==> config.mk <==
export PLATFORM = sky130hd
export DESIGN_NAME = sha1_stream_hasher_top
export DESIGN_NICKNAME = d
export VERILOG_FILES = /design/src/rtl/sha1h_pkg.sv /design/src/rtl/sha1_stream_hasher_top.sv /design/src/rtl/sha1h_datapath.sv /design/src/rtl/sha1h_ctrl.sv
export SDC_FILE = /design/constraint.sdc
export NUM_CORES = 2
export LEC_CHECK = 0
export BUFFER_PORTS_ARGS = -buffer_cell sky130_fd_sc_hd__buf_2
export CELL_PAD_IN_SITES_DETAIL_PLACEMENT = 0
export CELL_PAD_IN_SITES_GLOBAL_PLACEMENT = 1
export CORE_MARGIN = 8
export CORE_UTILIZATION = 30
export DETAILED_ROUTE_END_ITERATION = 12
export PLACE_DENSITY = 0.57
export SYNTH_ARGS = -nofsm -noshare
export SYNTH_HDL_FRONTEND = slang
export SYNTH_SLANG_ARGS = --single-unit
==> constraint.sdc <==
create_clock -name clock -period 9.65 [get_ports clock]
set_clock_uncertainty 0.2 [all_clocks]
set_input_delay 0.4825 -clock clock [delete_from_list [all_inputs] [get_ports clock]]
set_output_delay 0.4825 -clock clock [all_outputs]
set_load 0.02 [all_outputs]
==> src/rtl/sha1h_pkg.sv <==
// Shared constants, command and status types for the streaming SHA-1 hasher.
package sha1h_pkg;

   // Initial chaining values h0 to h4.
   localparam logic [31:0] IV0 = 32'h67452301;
   localparam logic [31:0] IV1 = 32'hEFCDAB89;
   localparam logic [31:0] IV2 = 32'h98BADCFE;
   localparam logic [31:0] IV3 = 32'h10325476;
   localparam logic [31:0] IV4 = 32'hC3D2E1F0;

   // Round constants, one for each group of twenty rounds.
   localparam logic [31:0] K_CH  = 32'h5A827999;
   localparam logic [31:0] K_PAR = 32'h6ED9EBA1;
   localparam logic [31:0] K_MAJ = 32'h8F1BBCDC;
   localparam logic [31:0] K_FIN = 32'hCA62C1D6;

   // Padding marker byte.
   localparam logic [7:0] PAD_BYTE = 8'h80;

   // Round groups, which pick the round function and constant.
   localparam logic [1:0] PH_CH  = 2'd0;
   localparam logic [1:0] PH_PAR = 2'd1;
   localparam logic [1:0] PH_MAJ = 2'd2;
   localparam logic [1:0] PH_FIN = 2'd3;

   // Source of a byte written into the block buffer.
   localparam logic [1:0] BSEL_MSG  = 2'd0;
   localparam logic [1:0] BSEL_X80  = 2'd1;
   localparam logic [1:0] BSEL_ZERO = 2'd2;
   localparam logic [1:0] BSEL_LEN  = 2'd3;

   // Round counter limits and group boundaries.
   localparam logic [6:0] ROUND_LAST = 7'd79;
   localparam logic [6:0] ROUND_G1   = 7'd20;
   localparam logic [6:0] ROUND_G2   = 7'd40;
   localparam logic [6:0] ROUND_G3   = 7'd60;

   // Byte positions within a 64-byte block that steer the padding.
   localparam logic [5:0] POS_LAST     = 6'd63;
   localparam logic [5:0] POS_BEFORE_LEN = 6'd55;

   // Digest word indexes.
   localparam logic [2:0] WORD_FIRST = 3'd0;
   localparam logic [2:0] WORD_LAST  = 3'd4;

   // Commands from the controller to the datapath.
   typedef struct packed {
      logic       byte_wr;
      logic [1:0] byte_sel;
      logic       count_inc;
      logic       load_vars;
      logic       round_en;
      logic [1:0] phase;
      logic       add_chain;
      logic       out_load;
      logic [2:0] out_sel;
      logic       out_last;
      logic       restart;
   } sha1h_cmd_type;

   // Status from the datapath to the controller.
   typedef struct packed {
      logic [5:0] pos;
      logic       out_free;
   } sha1h_status_type;

endpackage

==> src/rtl/sha1_stream_hasher_top.sv <==
// Top level of the streaming SHA-1 hasher: controller, datapath and checks.
//
// Computes the SHA-1 digest of a message that arrives one byte per transaction and returns
// the five digest words h0 to h4 as five result transactions, word_last marking h4; the
// block then starts the next message from the initial values. A byte that does not fill
// a 64-byte block is taken with the input kept ready. The byte that fills a block holds
// off the input through 80 rounds of one round per cycle and the chaining add.
// An end-of-message transaction pads in hardware at one byte per cycle (up to the rest of
// the block, plus a full block when the length does not fit), runs one or two compressions,
// and then loads one digest word per cycle into the output register as it frees up. A new
// transaction is accepted while the last digest word still waits.
// Over long messages, intake is held off during each block's compression in the single
// round unit.
module sha1_stream_hasher_top import sha1h_pkg::*; (
   input  logic        clock,
   input  logic        reset,
   input  logic        req_valid,
   output logic        req_ready,
   input  logic [7:0]  req_data_byte,
   input  logic        req_has_byte,
   input  logic        req_msg_end,
   output logic        rsp_valid,
   input  logic        rsp_ready,
   output logic [31:0] rsp_digest_word,
   output logic        rsp_word_last
);

   sha1h_cmd_type    cmd;
   sha1h_status_type status;

   sha1h_ctrl u_ctrl (
      .clock        (clock),
      .reset        (reset),
      .req_valid    (req_valid),
      .req_has_byte (req_has_byte),
      .req_msg_end  (req_msg_end),
      .req_ready    (req_ready),
      .status       (status),
      .cmd          (cmd)
   );

   sha1h_datapath u_datapath (
      .clock           (clock),
      .reset           (reset),
      .req_data_byte   (req_data_byte),
      .cmd             (cmd),
      .status          (status),
      .rsp_ready       (rsp_ready),
      .rsp_valid       (rsp_valid),
      .rsp_digest_word (rsp_digest_word),
      .rsp_word_last   (rsp_word_last)
   );

   // A digest word is loaded only when the output register can take it.
   assert property (@(posedge clock) disable iff (reset)
      cmd.out_load |-> status.out_free)
      else $error("digest word loaded over an untaken result");

   // Rounds always follow a load of the working variables.
   assert property (@(posedge clock) disable iff (reset)
      cmd.load_vars |=> cmd.round_en)
      else $error("compression did not start after loading the working variables");

   // The schedule window never shifts and takes a byte in the same cycle.
   assert property (@(posedge clock) disable iff (reset)
      !(cmd.round_en && cmd.byte_wr))
      else $error("byte write collided with a compression round");

   // No input is taken while a block is being compressed.
   assert property (@(posedge clock) disable iff (reset)
      cmd.round_en |-> !req_ready)
      else $error("input accepted during compression");

endmodule

==> src/rtl/sha1h_datapath.sv <==
// Datapath: block buffer and schedule window, round logic, chaining words, counts, output.
module sha1h_datapath import sha1h_pkg::*; (
   input  logic             clock,
   input  logic             reset,
   input  logic [7:0]       req_data_byte,
   input  sha1h_cmd_type    cmd,
   output sha1h_status_type status,
   input  logic             rsp_ready,
   output logic             rsp_valid,
   output logic [31:0]      rsp_digest_word,
   output logic             rsp_word_last
);

   logic [31:0] chain_ff [5];
   logic [31:0] chain_in [5];
   logic [31:0] sched_ff [16];
   logic [31:0] sched_in [16];
   logic [31:0] vars_ff  [5];
   logic [31:0] vars_in  [5];
   logic [60:0] count_ff;
   logic [60:0] count_in;
   logic [5:0]  pos_ff;
   logic [5:0]  pos_in;
   logic        rsp_valid_ff;
   logic        rsp_valid_in;
   logic [31:0] rsp_word_ff;
   logic [31:0] rsp_word_in;
   logic        rsp_last_ff;
   logic        rsp_last_in;

   logic [63:0] len_bits;
   logic [5:0]  len_shift;
   logic [7:0]  wr_byte;
   logic [4:0]  lane_base;
   logic [31:0] func_f;
   logic [31:0] round_k;
   logic [31:0] round_t;
   logic [31:0] sched_new;

   // Bit length of the message, and the byte of it that goes at the current position.
   assign len_bits  = {count_ff, 3'b000};
   assign len_shift = {~pos_ff[2:0], 3'b000};
   assign lane_base = {~pos_ff[1:0], 3'b000};

   always_comb begin
      unique case (cmd.byte_sel)
         BSEL_MSG:  wr_byte = req_data_byte;
         BSEL_X80:  wr_byte = PAD_BYTE;
         BSEL_ZERO: wr_byte = 8'h00;
         BSEL_LEN:  wr_byte = len_bits[len_shift +: 8];
         default:   wr_byte = 8'h00;
      endcase
   end

   // Round function and constant for the current group of rounds.
   always_comb begin
      unique case (cmd.phase)
         PH_CH: begin
            func_f  = (vars_ff[1] & vars_ff[2]) | (~vars_ff[1] & vars_ff[3]);
            round_k = K_CH;
         end
         PH_PAR: begin
            func_f  = vars_ff[1] ^ vars_ff[2] ^ vars_ff[3];
            round_k = K_PAR;
         end
         PH_MAJ: begin
            func_f  = (vars_ff[1] & vars_ff[2]) | (vars_ff[1] & vars_ff[3])
                    | (vars_ff[2] & vars_ff[3]);
            round_k = K_MAJ;
         end
         PH_FIN: begin
            func_f  = vars_ff[1] ^ vars_ff[2] ^ vars_ff[3];
            round_k = K_FIN;
         end
         default: begin
            func_f  = 32'h0;
            round_k = 32'h0;
         end
      endcase
   end

   assign round_t = {vars_ff[0][26:0], vars_ff[0][31:27]} + func_f + vars_ff[4]
                  + round_k + sched_ff[0];

   // Next schedule word from the fixed taps of the sixteen-word window.
   assign sched_new = {sched_ff[13] ^ sched_ff[8] ^ sched_ff[2] ^ sched_ff[0]} << 1
                    | {31'h0, sched_ff[13][31] ^ sched_ff[8][31] ^ sched_ff[2][31]
                       ^ sched_ff[0][31]};

   // The window shifts by one word each round; between blocks it takes bytes.
   always_comb begin
      sched_in = sched_ff;
      if (cmd.round_en) begin
         for (int i = 0; i < 15; i++) begin
            sched_in[i] = sched_ff[i + 1];
         end
         sched_in[15] = sched_new;
      end else if (cmd.byte_wr) begin
         sched_in[pos_ff[5:2]][lane_base +: 8] = wr_byte;
      end
   end

   // Working variables: loaded from the chain, then stepped once per round.
   always_comb begin
      vars_in = vars_ff;
      if (cmd.load_vars) begin
         vars_in = chain_ff;
      end else if (cmd.round_en) begin
         vars_in[0] = round_t;
         vars_in[1] = vars_ff[0];
         vars_in[2] = {vars_ff[1][1:0], vars_ff[1][31:2]};
         vars_in[3] = vars_ff[2];
         vars_in[4] = vars_ff[3];
      end
   end

   // Chaining words: restart to the initial values, or add in a finished block.
   always_comb begin
      chain_in = chain_ff;
      if (cmd.restart) begin
         chain_in[0] = IV0;
         chain_in[1] = IV1;
         chain_in[2] = IV2;
         chain_in[3] = IV3;
         chain_in[4] = IV4;
      end else if (cmd.add_chain) begin
         for (int i = 0; i < 5; i++) begin
            chain_in[i] = chain_ff[i] + vars_ff[i];
         end
      end
   end

   // Byte position in the block and running message length.
   always_comb begin
      pos_in   = pos_ff;
      count_in = count_ff;
      if (cmd.restart) begin
         pos_in   = 6'd0;
         count_in = 61'd0;
      end else begin
         if (cmd.byte_wr) begin
            pos_in = pos_ff + 6'd1;
         end
         if (cmd.count_inc) begin
            count_in = count_ff + 61'd1;
         end
      end
   end

   // Output register for one digest word per transaction.
   always_comb begin
      rsp_valid_in = rsp_valid_ff;
      rsp_word_in  = rsp_word_ff;
      rsp_last_in  = rsp_last_ff;
      if (cmd.out_load) begin
         rsp_valid_in = 1'b1;
         rsp_word_in  = chain_ff[cmd.out_sel];
         rsp_last_in  = cmd.out_last;
      end else if (rsp_ready) begin
         rsp_valid_in = 1'b0;
      end
   end

   always_ff @(posedge clock) begin
      if (reset) begin
         chain_ff[0]  <= IV0;
         chain_ff[1]  <= IV1;
         chain_ff[2]  <= IV2;
         chain_ff[3]  <= IV3;
         chain_ff[4]  <= IV4;
         pos_ff       <= 6'd0;
         count_ff     <= 61'd0;
         rsp_valid_ff <= 1'b0;
      end else begin
         chain_ff     <= chain_in;
         pos_ff       <= pos_in;
         count_ff     <= count_in;
         rsp_valid_ff <= rsp_valid_in;
      end
   end

   always_ff @(posedge clock) begin
      sched_ff    <= sched_in;
      vars_ff     <= vars_in;
      rsp_word_ff <= rsp_word_in;
      rsp_last_ff <= rsp_last_in;
   end

   assign status.pos      = pos_ff;
   assign status.out_free = ~rsp_valid_ff | rsp_ready;

   assign rsp_valid       = rsp_valid_ff;
   assign rsp_digest_word = rsp_word_ff;
   assign rsp_word_last   = rsp_last_ff;

endmodule

==> src/rtl/sha1h_ctrl.sv <==
// Controller: sequences byte intake, block compression, padding and digest output.
module sha1h_ctrl import sha1h_pkg::*; (
   input  logic             clock,
   input  logic             reset,
   input  logic             req_valid,
   input  logic             req_has_byte,
   input  logic             req_msg_end,
   output logic             req_ready,
   input  sha1h_status_type status,
   output sha1h_cmd_type    cmd
);

   localparam logic [2:0] ST_IDLE  = 3'd0;
   localparam logic [2:0] ST_ROUND = 3'd1;
   localparam logic [2:0] ST_ADD   = 3'd2;
   localparam logic [2:0] ST_PAD   = 3'd3;
   localparam logic [2:0] ST_EMIT  = 3'd4;

   logic [2:0] state_ff;
   logic [2:0] state_in;
   logic [6:0] round_ff;
   logic [6:0] round_in;
   logic       pend_end_ff;
   logic       pend_end_in;
   logic       padding_ff;
   logic       padding_in;
   logic       first_ff;
   logic       first_in;
   logic       len_ff;
   logic       len_in;
   logic [2:0] word_ff;
   logic [2:0] word_in;

   assign req_ready = (state_ff == ST_IDLE);

   // Next state and commands.
   always_comb begin
      state_in    = state_ff;
      round_in    = round_ff;
      pend_end_in = pend_end_ff;
      padding_in  = padding_ff;
      first_in    = first_ff;
      len_in      = len_ff;
      word_in     = word_ff;
      cmd         = '0;

      // Round group from the round counter.
      if (round_ff < ROUND_G1) begin
         cmd.phase = PH_CH;
      end else if (round_ff < ROUND_G2) begin
         cmd.phase = PH_PAR;
      end else if (round_ff < ROUND_G3) begin
         cmd.phase = PH_MAJ;
      end else begin
         cmd.phase = PH_FIN;
      end

      unique case (state_ff)
         ST_IDLE: begin
            if (req_valid) begin
               cmd.byte_wr   = req_has_byte;
               cmd.byte_sel  = BSEL_MSG;
               cmd.count_inc = req_has_byte;
               if (req_has_byte && status.pos == POS_LAST) begin
                  // The byte completes a block: compress before anything else.
                  cmd.load_vars = 1'b1;
                  round_in      = 7'd0;
                  pend_end_in   = req_msg_end;
                  state_in      = ST_ROUND;
               end else if (req_msg_end) begin
                  padding_in = 1'b1;
                  first_in   = 1'b1;
                  len_in     = 1'b0;
                  state_in   = ST_PAD;
               end
            end
         end
         ST_ROUND: begin
            cmd.round_en = 1'b1;
            round_in     = round_ff + 7'd1;
            if (round_ff == ROUND_LAST) begin
               state_in = ST_ADD;
            end
         end
         ST_ADD: begin
            cmd.add_chain = 1'b1;
            if (padding_ff) begin
               if (len_ff) begin
                  word_in  = WORD_FIRST;
                  state_in = ST_EMIT;
               end else begin
                  state_in = ST_PAD;
               end
            end else if (pend_end_ff) begin
               pend_end_in = 1'b0;
               padding_in  = 1'b1;
               first_in    = 1'b1;
               len_in      = 1'b0;
               state_in    = ST_PAD;
            end else begin
               state_in = ST_IDLE;
            end
         end
         ST_PAD: begin
            // One padding byte per cycle: the marker, zero fill, then the length.
            cmd.byte_wr = 1'b1;
            if (first_ff) begin
               cmd.byte_sel = BSEL_X80;
            end else if (len_ff) begin
               cmd.byte_sel = BSEL_LEN;
            end else begin
               cmd.byte_sel = BSEL_ZERO;
            end
            first_in = 1'b0;
            if (status.pos == POS_BEFORE_LEN) begin
               len_in = 1'b1;
            end
            if (status.pos == POS_LAST) begin
               cmd.load_vars = 1'b1;
               round_in      = 7'd0;
               state_in      = ST_ROUND;
            end
         end
         ST_EMIT: begin
            if (status.out_free) begin
               cmd.out_load = 1'b1;
               cmd.out_sel  = word_ff;
               cmd.out_last = (word_ff == WORD_LAST);
               word_in      = word_ff + 3'd1;
               if (word_ff == WORD_LAST) begin
                  cmd.restart = 1'b1;
                  padding_in  = 1'b0;
                  len_in      = 1'b0;
                  pend_end_in = 1'b0;
                  state_in    = ST_IDLE;
               end
            end
         end
         default: begin
            state_in = ST_IDLE;
         end
      endcase
   end

   always_ff @(posedge clock) begin
      if (reset) begin
         state_ff    <= ST_IDLE;
         round_ff    <= 7'd0;
         pend_end_ff <= 1'b0;
         padding_ff  <= 1'b0;
         first_ff    <= 1'b0;
         len_ff      <= 1'b0;
         word_ff     <= WORD_FIRST;
      end else begin
         state_ff    <= state_in;
         round_ff    <= round_in;
         pend_end_ff <= pend_end_in;
         padding_ff  <= padding_in;
         first_ff    <= first_in;
         len_ff      <= len_in;
         word_ff     <= word_in;
      end
   end

endmodule
; ---- Yosys cells after proc, flatten, opt, wreduce, memory -nomap -nowiden
; Cells that the tools add are included.
[classes]
add_sub_neg = 14
order_cmp = 6
n_eq_ne = 28
shift = 3
mux = 72
bitwise_logic = 23
n_reduce_logical = 23
[ops]
columns = cell, count
row1 = $mux W512, 2
row2 = $bwmux W512, 1
row3 = $mux W160, 2
row4 = $add A32 B32 Y32, 9
row5 = $and A32 B32 Y32, 4
row6 = $demux W32 S4, 1
row7 = $pmux W32 S4, 1
row8 = $bmux W32 S3, 1
row9 = $mux W32, 3
row10 = $or A32 B32 Y32, 3
row11 = $pmux W32 S3, 1
row12 = $xor A31 B31 Y31, 3
row13 = $shiftx A64 B7 Y8, 1
row14 = $xor A32 B32 Y32, 2
row15 = $add A61 B1 Y61 const B, 1
row16 = $mux W3, 12
row17 = $not A32 Y32, 1
row18 = $or A32 B1 Y32, 1
row19 = $pmux W8 S4, 1
row20 = $shift A8 B7 Y32 const A, 1
row21 = $shiftx A8 B7 Y32, 1
row22 = $mux W1, 28
row23 = $reduce_and A6 Y1, 4
row24 = $mux W7, 3
row25 = 45 further kinds, 82
[totals]
regBits = 950
input_bits = 14
output_inout_bits = 35

; ---- Longest topological paths before layout
[logic_depth]
word_depth = 13
mapped_depth = 29

; ---- Cells and area by module
; From an unflattened synthesis, not the netlist that was laid out.
[hier_totals]
hier_cells = 5470
area_unflattened_um2 = 55101.6
[by_module_without_submodules]
columns = mod, instances, cells_each, area_each_um2
row1 = sha1h_datapath, 1, 5313, 53814.1
row2 = sha1h_ctrl, 1, 157, 1287.5

; ---- Worst setup path after synthesis
; OpenSTA, ideal clock, no wires.
[synth_path]
kind = register to register
startpoint = register u_ctrl.round_ff[3]
endpoint = register u_datapath.vars_ff[144] (netlist bit), data pin
t_arrival_ns = 6.496
required_ns = 9.315
path_slack_ns = 2.819
path_stages_with_launch = 28
n_path_buf = 5
cell_sequence = dfxtp_1 -> nand2_1 -> o21ai_0 -> a221o_1 -> clkbuf_1 -> clkbuf_1 -> inv_1 -> ha_1 -> clkbuf_1 -> clkbuf_1 -> clkbuf_1 -> a31oi_1 -> fa_1 -> fa_1 -> inv_1 -> fa_1 -> inv_1 -> ha_1 -> a211oi_1 -> nor2_1 -> o2111ai_1 -> a21boi_1 -> o21a_1 -> o21a_1 -> or2_1 -> a31o_2 -> or4b_1 -> nand3_1
[synth_rtl]
columns = item, line_no
row1 = start: declaration, sha1h_ctrl.sv:21  ; logic [6:0] round_ff;
row2 = start signal: assignment, sha1h_ctrl.sv:156  ; round_ff <= round_in;
row3 = end signal: assignment, sha1h_datapath.sv:184  ; vars_ff <= vars_in;
row4 = end: declaration, sha1h_datapath.sv:18  ; logic [31:0] vars_ff [5];

==> flow_metrics.env <==
export IMPL_maxSlewHeadroom_pct=10.81
export IMPL_p_switching_uw=10850
export IMPL_synthTopCellsByCount="1240 x nand2_1, 705 x edfxtp_1, 698 x o21ai_0"
export IMPL_drc=0
export IMPL_hold_viol=0
export IMPL_clockBufferDepth=3
export IMPL_drtIter0Drc=3358
export IMPL_path_clk_slew_ps=60
export IMPL_critPathSlowestCell="ha_2"
export IMPL_run_status="completed"
export IMPL_max_cap_violations=0
export IMPL_start_util_pct=30.14
export IMPL_io_pin_count=49
export IMPL_slew_viol_final=0
export IMPL_rsz0062_at_grt="no"
export IMPL_synth_warnings=0
export IMPL_hold_class="input pin to flop"
export IMPL_fmax_mhz=134.9
export IMPL_synthArstFlopShare_pct=0
export IMPL_fin_crit_ps=7414
export IMPL_io_buffers=48
export IMPL_clock_sinks=950
export IMPL_synthMostInstantiatedCell="nand2_1"
export IMPL_end_kind="flop"
export IMPL_syn_to_final_growth_pct=12.47
export IMPL_slowest_delay_ps=800
export IMPL_dr_pass1_iters=5
export IMPL_synth_nets=6080
export IMPL_place_inst=7912
export IMPL_cp_depth=22
export IMPL_setup_viol=0
export IMPL_path_buf_inv=4
export IMPL_min_from="req_has_byte"
export IMPL_nets=6032
export IMPL_cp_required_ps=9890
export IMPL_arrival_ps=7650
export IMPL_p_int_uw=14000
export IMPL_core_area_um2=180500
export IMPL_period_share_pct=76.83
export IMPL_gp_congestion=0.8369
export IMPL_cts_resized=0
export IMPL_grt_pass1_wl_mm=283.4
export IMPL_antenna_left=0
export IMPL_dieArea_um2=195300
export IMPL_grt_pass1_vias=41910
export IMPL_syn_cell_area_um2=54420
export IMPL_comb_power_share_pct=51.4
export IMPL_stdcell_count=8124
export IMPL_avgRoutedWirePerCell_um=23.23
export IMPL_synthTopCellsByArea="edfxtp_1 39%, dfxtp_1 9.0%, nand2_1 8.6%"
export IMPL_dp_hpwl_mm=132.6
export IMPL_clk_latency_ps=760
export IMPL_num_rows=156
export IMPL_leakagePower_uw=0.02238
export IMPL_regToRegSetupSlack_ps=2240
export IMPL_avgSynthCellArea_um2=9.536
export IMPL_start_kind="flop"
export IMPL_die_height_um=441.9
export IMPL_grt_max_degree=232
export IMPL_path_delay_family="adder cells"
export IMPL_cts_root_buf="clkbuf_16"
export IMPL_drive_above_1_share_pct=6.466
export IMPL_min_path_cells=5
export IMPL_cts_tree="done"
export IMPL_r2r_start="u_ctrl.round_ff[5]$_SDFFE_PP0P_"
export IMPL_cts_buffers=109
export IMPL_yosysUniqueCellTypes=81
export IMPL_fp_dieW_um=441.9
export IMPL_worstMarginPinSlew_ps=1324
export IMPL_powerDensity_nw_per_um2=406.0
export IMPL_vias_per_cell=5.236
export IMPL_overflow=0
export IMPL_post_cts_buffers=0
export IMPL_routed_wl_mm=188.7
export IMPL_antenna_found_initial=4
export IMPL_worstPathCellList="o21ai_0 -> a221o_2 -> buf_4 -> inv_1 -> ha_2 -> a221oi_1 -> nor2_1 -> fa_1 -> fa_1 -> inv_1 -> fa_1 -> inv_1 -> ha_1 -> and2_1 -> o41ai_1 -> nand4_1 -> o211ai_1 -> o21a_1 -> o21ai_0 -> a221oi_1 -> xor2_1 -> a21oi_1"
export IMPL_seq_power_share_pct=30.5
export IMPL_r2r_end="u_datapath.vars_ff[158]$_DFFE_PP_"
export IMPL_netlist_area_leader_share_pct=38.90
export IMPL_track_usage_pct=18.66
export IMPL_synthCells=5707
export IMPL_synth_edff_count=705
export IMPL_critical_path_class="flop to flop"
export IMPL_fin_tns_setup_ps=0
export IMPL_cp_max_fo=37
export IMPL_synth_seq_cells=950
export IMPL_min_to="u_datapath.count_ff[3]$_SDFFE_PP0P_"
export IMPL_synth_flop_cell="edfxtp_1"
export IMPL_peakVddDrop_mv=0.2417
export IMPL_p_sw_share_pct=43.66
export IMPL_r2r_cells=22
export IMPL_ys_seq_area_share_pct=47.91
export IMPL_clockPowerShare_pct=18.1
export IMPL_vias=42540
export IMPL_htree_levels=3
export IMPL_synth_top_cell_by_area="edfxtp_1"
-- tightest hold or removal path, stage by stage --
cell     delay [ps]
buf_2           120
nand3_1         110
nor3_1           70
xnor2_1         130
nor2_1           40
-- registers in the layout (all words and copies together), names as in the netlist --
register and cells:
u_ctrl.word_ff 3, u_datapath.vars_ff 160, u_ctrl.padding_ff 1, u_datapath.rsp_word_last 1
u_datapath.rsp_digest_word 32, u_datapath.pos_ff 6, u_ctrl.len_ff 1, u_datapath.count_ff 61
u_datapath.chain_ff 160, u_ctrl.state_ff 3, u_ctrl.first_ff 1, u_ctrl.pend_end_ff 1
u_datapath.sched_ff 512, u_datapath.rsp_valid 1, u_ctrl.round_ff 7
-- layer usage --
metal  global-route usage, %  wire length (um)  vias to the layer above
li1                        -                 -                    20140
met1                   26.02             88630                    21230
met2                   30.82             88420                      930
met3                   2.274              6856                      237
met4                   4.608              4784                        2
met5                       0                13                        -
-- kinds of logic after synthesis --
family / after synthesis / share of synthesized area [%]
AO/OA/AOI/OAI: 1528 / 16.80
XOR/XNOR: 302 / 4.860
adder cells (fa/ha/maj): 359 / 9.978
buffers and inverters: 551 / 3.828
flip-flops: 950 / 47.91
multiplexers: 59 / 1.386
AND/OR/NAND/NOR: 1958 / 15.23
-- layout by cell type (no fill, tap or decap), types with 77 or more instances in the layout --
| master | count |
|---|---|
| ha_1 | 232 |
| o21ai_0 | 698 |
| fa_1 | 125 |
| dfxtp_1 | 242 |
| nand3_1 | 77 |
| clkbuf_16 | 112 |
| nor2_1 | 324 |
| xnor2_1 | 185 |
| buf_4 | 82 |
| nand2_1 | 1237 |
| edfxtp_1 | 705 |
| a211oi_1 | 78 |
| a21oi_1 | 310 |
| xor2_1 | 117 |
| inv_1 | 248 |
-- worst max-delay path by stage --
stage | from | to | slack (ps)
2_1_floorplan | u_ctrl.round_ff[3]$_SDFFE_PP0P_ | u_datapath.vars_ff[144]$_DFFE_PP_ | 2820
3_3_place_gp | u_ctrl.round_ff[3]$_SDFFE_PP0P_ | u_datapath.vars_ff[144]$_DFFE_PP_ | 2300
3_5_place_dp | u_ctrl.round_ff[3]$_SDFFE_PP0P_ | u_datapath.vars_ff[159]$_DFFE_PP_ | 2250
4_1_cts | u_ctrl.round_ff[3]$_SDFFE_PP0P_ | u_datapath.vars_ff[158]$_DFFE_PP_ | 2210
5_1_grt | u_ctrl.round_ff[3]$_SDFFE_PP0P_ | u_datapath.vars_ff[159]$_DFFE_PP_ | 1690
6_report | u_ctrl.round_ff[5]$_SDFFE_PP0P_ | u_datapath.vars_ff[158]$_DFFE_PP_ | 2240
-- power by group through the flow --
stage	combinational [uW]	clock, uW	sequential [uW]
4_1_cts	12800	4610	7580
6_report	12800	4500	7570
5_1_grt	14400	4750	7710
2_1_floorplan	9470	0	7080
3_3_place_gp	12700	0	7640
3_5_place_dp	12700	0	7650
-- timing repair --
item,4_1_cts,5_1_grt
hold endpoints to repair,6,0
hold buffers,5,0
endpoints found under the setup margin,0,0
-- area by class of cell --
class	count	area, um^2
inverter	251	943.4
sequential	950	26080
timing repair buffer	141	1011
antenna	1	2.502
clock buffer	139	3014
tap	2370	2965
clock inverter	66	833.3
multi-input combinational	4206	26350
fill	18510	119300
-- metrics by stage --
stage	total power, uW	util [%]	hold slack (ps)	area [um^2]	setup WS (ps)
2_1_floorplan	16550	-	250.8	54420	2819
3_3_place_gp	20320	31.74	271.7	57300	2305
3_5_place_dp	20360	31.74	279.4	57300	2248
4_1_cts	24980	33.90	0.5540	61200	2213
5_1_grt	26830	33.90	50.88	61210	1686
6_report	24850	33.90	60.52	61210	2236
Power figures use the tool's default switching activity.
